**src/hdl/rfae_pkg.sv**
```systemverilog
// ----------------------------------------------------------------------------
// rfae_pkg: shared types and constants for the register file ALU executor.
// Holds opcodes, field widths and default sizes used by all modules.
// ----------------------------------------------------------------------------
package rfae_pkg;

    localparam int unsigned REG_COUNT_DEFAULT = 1024;
    localparam int unsigned DATA_W = 64;
    localparam int unsigned IDX_W = 10;
    localparam int unsigned OP_W = 5;

    typedef enum logic [OP_W-1:0] {
        OP_ADD  = 5'd0,  OP_SUB  = 5'd1,  OP_MUL  = 5'd2,  OP_DIV  = 5'd3,
        OP_REM  = 5'd4,  OP_SLT  = 5'd5,  OP_XOR  = 5'd6,  OP_AND  = 5'd7,
        OP_OR   = 5'd8,  OP_XORI = 5'd9,  OP_ANDI = 5'd10, OP_ORI  = 5'd11,
        OP_ADDI = 5'd12, OP_SLL  = 5'd13, OP_SRL  = 5'd14, OP_SLLI = 5'd15,
        OP_SRLI = 5'd16, OP_SLTI = 5'd17, OP_BLT  = 5'd18, OP_BGE  = 5'd19,
        OP_BEQ  = 5'd20, OP_BNE  = 5'd21, OP_JAL  = 5'd22, OP_JALR = 5'd23
    } op_t;

    typedef struct packed {
        logic        start;
        logic        is_rem;
        logic [63:0] dividend;
        logic [63:0] divisor;
    } div_req_t;

    typedef struct packed {
        logic        done;
        logic [63:0] result;
    } div_rsp_t;

endpackage

```
**src/hdl/rfae_divider.sv**
```systemverilog
// ----------------------------------------------------------------------------
// rfae_divider: unsigned 64-bit radix-2 restoring divider.
// One quotient bit per cycle; divide by zero handled by the caller.
// ----------------------------------------------------------------------------
module rfae_divider (
    input  logic              aclk,
    input  logic              aresetn,
    input  rfae_pkg::div_req_t req,
    output rfae_pkg::div_rsp_t rsp
);

    logic        busy_reg;
    logic [6:0]  cnt_reg;
    logic [63:0] quo_reg;
    logic [63:0] rem_reg;
    logic [63:0] dvs_reg;
    logic        is_rem_reg;
    logic        done_reg;
    logic [64:0] trial;

    assign trial = {rem_reg, quo_reg[63]} - {1'b0, dvs_reg};

    always_ff @(posedge aclk) begin
        if (!aresetn) begin
            busy_reg <= 1'b0;
            done_reg <= 1'b0;
            cnt_reg  <= '0;
        end else begin
            done_reg <= 1'b0;
            if (req.start) begin
                busy_reg   <= 1'b1;
                cnt_reg    <= 7'd64;
                quo_reg    <= req.dividend;
                rem_reg    <= '0;
                dvs_reg    <= req.divisor;
                is_rem_reg <= req.is_rem;
            end else if (busy_reg) begin
                if (!trial[64]) begin
                    rem_reg <= trial[63:0];
                    quo_reg <= {quo_reg[62:0], 1'b1};
                end else begin
                    rem_reg <= {rem_reg[62:0], quo_reg[63]};
                    quo_reg <= {quo_reg[62:0], 1'b0};
                end
                cnt_reg <= cnt_reg - 7'd1;
                if (cnt_reg == 7'd1) begin
                    busy_reg <= 1'b0;
                    done_reg <= 1'b1;
                end
            end
        end
    end

    assign rsp.done   = done_reg;
    assign rsp.result = is_rem_reg ? rem_reg : quo_reg;

endmodule

```
**config.mk**
```make
export PLATFORM = sky130hd
export DESIGN_NAME = rfae_divider
export DESIGN_NICKNAME = d
export VERILOG_FILES = /design/src/hdl/rfae_pkg.sv /design/src/hdl/rfae_divider.sv
export SDC_FILE = /design/constraint.sdc
export NUM_CORES = 1
export LEC_CHECK = 0
export ABC_AREA = 1
export BUFFER_PORTS_ARGS = -buffer_cell sky130_fd_sc_hd__buf_2
export CORE_MARGIN = 3
export CORE_UTILIZATION = 48
export DETAILED_ROUTE_END_ITERATION = 16
export PLACE_DENSITY = 0.75
export SLEW_MARGIN = 20
export SYNTH_ARGS = -nofsm -noshare
export SYNTH_HDL_FRONTEND = slang
export SYNTH_SLANG_ARGS = --single-unit
```
**constraint.sdc**
```tcl
create_clock -name aclk -period 5.8 [get_ports aclk]
set_clock_uncertainty 0.1 [all_clocks]
set_input_delay 0.29 -clock aclk [delete_from_list [all_inputs] [get_ports aclk]]
set_output_delay 0.29 -clock aclk [all_outputs]
set_load 0.02 [all_outputs]
```
==> qor.csv <==
stage,metric,value,unit
logic_synthesis,ys async rst share,0,%
clock_network,Post-CTS Resized,0,
global_routing,first-pass GRT wire length,76.6,mm
logic_synthesis,Synth Flop Type,edfxtp_1,
global_routing,largest net degree at the start of global routing,71,
clock_network,Worst-Skew Late Latency,0.53,ns
place,number of port buffers,196,
place,"Cell Area, Placed",16600,µm²
clock_network,cts bufs inserted,23,
logic_synthesis,number of flops mapped to enable cells by yosys,193,
power_and_ir_drop,PnR Total Power,0.00539,W
logic_synthesis,mapped cell area,15400,µm²
logic_synthesis,post-synthesis cell count,2342,
floorplan,Core Footprint,31100,µm²
clock_network,clock sink count,202,
logic_synthesis,#FFs+latches synth,202,
hold_path,Hold Crit Class,in -> reg,
power_and_ir_drop,leakage,10.2,nW
worst_setup_path,CP Max Fanout,33,
worst_setup_path,Startpoint Class,flip-flop,
sta,Least-Margin Pin Slew,1.01,ns
route,1st-pass router iterations,5,
clock_network,"Clk pin slew, worst setup/hold paths",0.06,ns
sta,RSZ-0062 raised after global routing,no,
power_and_ir_drop,Pwr Density,290,nW/µm²
route,via count,15100,
floorplan,Die Wd,185,µm
route,Routed WL per cell,16.0,µm
sta,Period minus WS final,3.80,ns
place,Placer Congestion,1.00,
sta,max-slew violations,0,
sta,fin worst setup slack,2.00,ns
global_routing,vias in the first global route,14400,
sta,fin crit share,65.5,%
floorplan,Cell Rows,64,
worst_setup_path,capturing element type of the critical path,flip-flop,
power_and_ir_drop,maximum vdd drop,0.281,mV
clock_network,buffers inserted by post-CTS timing repair,0,
cells_and_area,Antenna Cells,0,
run,Max Cap Violations,0,
sta,Setup Viol. Count Final,0,
cells_and_area,nets@finish,2842,
hold_path,Min-Delay Endpoint,quo_reg[0]$_DFFE_PP_,
clock_network,clock buffer depth,3,
worst_setup_path,Setup CP Type,reg -> reg,
sta,fmax,263,MHz
worst_setup_path,worst r2r dst,rem_reg[8]$_SDFFCE_PP0P_,
sta,worst rel slew slack,32.4,%
worst_setup_path,FF-to-FF path depth,12,
cells_and_area,post-route cell area,18600,µm²
clock_network,CTS tree,built,
hold_path,min-delay src,req[129],
worst_setup_path,reg2reg start,rem_reg[55]$_SDFFCE_PP0P_,
logic_synthesis,synthesized net count,2541,
global_routing,grt total ovfl,0,
floorplan,Die Y-Extent,185,µm
global_routing,initial antenna violation count,0,
floorplan,initial core utilization,49.5,%
floorplan,I/O pin count,197,
route,Routed Antenna Nets,0,
route,Via-to-Cell Ratio,4.95,
cells_and_area,Fillers,2905,
hold_path,Min-Delay Path Depth,2,
clock_network,cts hold-fix bufs,130,
route,1st-iter DRT viols,1204,
logic_synthesis,"Distinct cells, synth",37,
worst_setup_path,Worst Path Arrival,4.08,ns
status,status,"complete, no violations",
floorplan,full die area,34200,µm²
cells_and_area,Layout area overhead,21.0,%
worst_setup_path,r2r setup slk,2.00,ns
logic_synthesis,"Seq/Total Area, Yosys",38.9,%
place,DPL Wire Length,36.1,mm
worst_setup_path,Worst EP required,6.08,ns
route,final WL,48.9,mm
clock_network,Max H-tree Level,1,
global_routing,GR Util All Layers,28.2,%
sta,Setup TNS Final,0,ns
place,DP Worst Slack,2.07,ns
clock_network,Root Driver,clkbuf_16,
logic_synthesis,YS warnings,0,
route,DRC,0,
cells_and_area,layout cells sized above 1,9.70,%
sta,Final Hold Viols,0,
logic_synthesis,syn_area_per_cell,6.57,µm²
cells_and_area,"Core Util, Final",59.9,%
-- area by class of cell --
cell class	instances	area [µm²]	share of cell area [%]
tap	396	495	2.66
clock buffer	33	623	3.35
timing repair buffer	331	2320	12.5
clock inverter	8	43.8	0.235
sequential	202	5980	32.1
multi-input combinational	1548	7130	38.3
inverter	537	2020	10.8
-- report_power, final --
| part | internal (W) | switching, W |
|---|---|---|
| logic | 0.000703 | 0.00146 |
| registers | 0.00181 | 0.0000947 |
| clock network | 0.000744 | 0.000582 |
| total | 0.00325 | 0.00214 |
-- worst max-delay path, cell delays in order (launching register included) --
cell and delay, ns:
edfxtp_1 0.44, ha_1 0.44, nand2_1 0.15, nor2_1 0.09
nand2_1 0.18, inv_1 0.06, nand2_1 0.06, nand2_1 0.11
a21oi_2 0.26, nand3_2 0.75, nand2_4 0.71, nor2_1 0.11
nor2_1 0.13
-- per-layer routing --
metal	part of all wire, %	GRT usage (%)	vias to the layer above	wire length [µm]
met5	0	0	-	0
met4	1.8	5.10	0	892
met3	6.0	2.85	48	2950
met2	45	46.7	492	21900
met1	47	40.8	6842	23200
li1	-	-	7754	-
-- worst max path at each step --
| stage | start | to |
|---|---|---|
| 3_5_place_dp | rem_reg[44]$_SDFFCE_PP0P_ | rem_reg[8]$_SDFFCE_PP0P_ |
| 2_1_floorplan | req[129] | quo_reg[0]$_DFFE_PP_ |
| 4_1_cts | rem_reg[44]$_SDFFCE_PP0P_ | rem_reg[8]$_SDFFCE_PP0P_ |
| 5_1_grt | rem_reg[13]$_SDFFCE_PP0P_ | rem_reg[8]$_SDFFCE_PP0P_ |
| 6_report | rem_reg[55]$_SDFFCE_PP0P_ | rem_reg[8]$_SDFFCE_PP0P_ |
| 3_3_place_gp | rem_reg[44]$_SDFFCE_PP0P_ | rem_reg[0]$_SDFFCE_PP0P_ |
-- through the flow --
stage                     hold WS, ns  cells
after floorplan                 0.289   2342
after global placement          0.347   2884
after detailed placement        0.364   2884
after CTS                       0.236   3055
after global routing            0.327   3055
final                           0.252   3055
-- synth_stat cells, types with 2 or more instances --
library cell,n,share of area (%)
o21bai_1,5,0.24
xor2_1,18,1.0
nand4_1,8,0.33
xnor2_1,6,0.34
buf_2,10,0.33
nand2_1,832,20
buf_6,3,0.22
nor2_2,5,0.20
nor3_1,16,0.52
edfxtp_1,193,38
dfxtp_1,9,1.2
ha_1,66,5.4
a21oi_1,62,2.0
nor2_1,231,5.6
o21ai_0,138,4.5
clkbuf_1,28,0.68
inv_2,6,0.15
nand2_4,5,0.37
buf_4,7,0.34
nand3_2,2,0.13
inv_1,530,13
nor4_1,2,0.081
nand3_1,135,4.4
buf_1,7,0.17
nand2_2,6,0.24
-- kinds of logic after synthesis --
kind of cell	Yosys count	synth area share [%]
AO/OA/AOI/OAI	209	6.95
buffers and inverters	592	14.8
AND/OR/NAND/NOR	1248	32.5
flip-flops	202	38.9
XOR/XNOR	24	1.37
adder cells (fa/ha/maj)	67	5.50
-- cell usage in the layout, fill, tap and decap left out, types with 6 or more instances in the layout --
cell type,instances
o21ai_0,138
buf_2,195
edfxtp_1,193
clkbuf_16,23
nand2_2,6
xor2_1,18
nand4_1,8
nand3_1,135
nor2_1,231
nand2_4,6
a21oi_1,62
buf_4,6
inv_2,6
nor3_1,16
dlygate4sd3_1,130
dfxtp_1,9
nand2_1,831
clkbuf_1,9
inv_1,529
xnor2_1,6
ha_1,66
(Power assumes the default switching activity.)
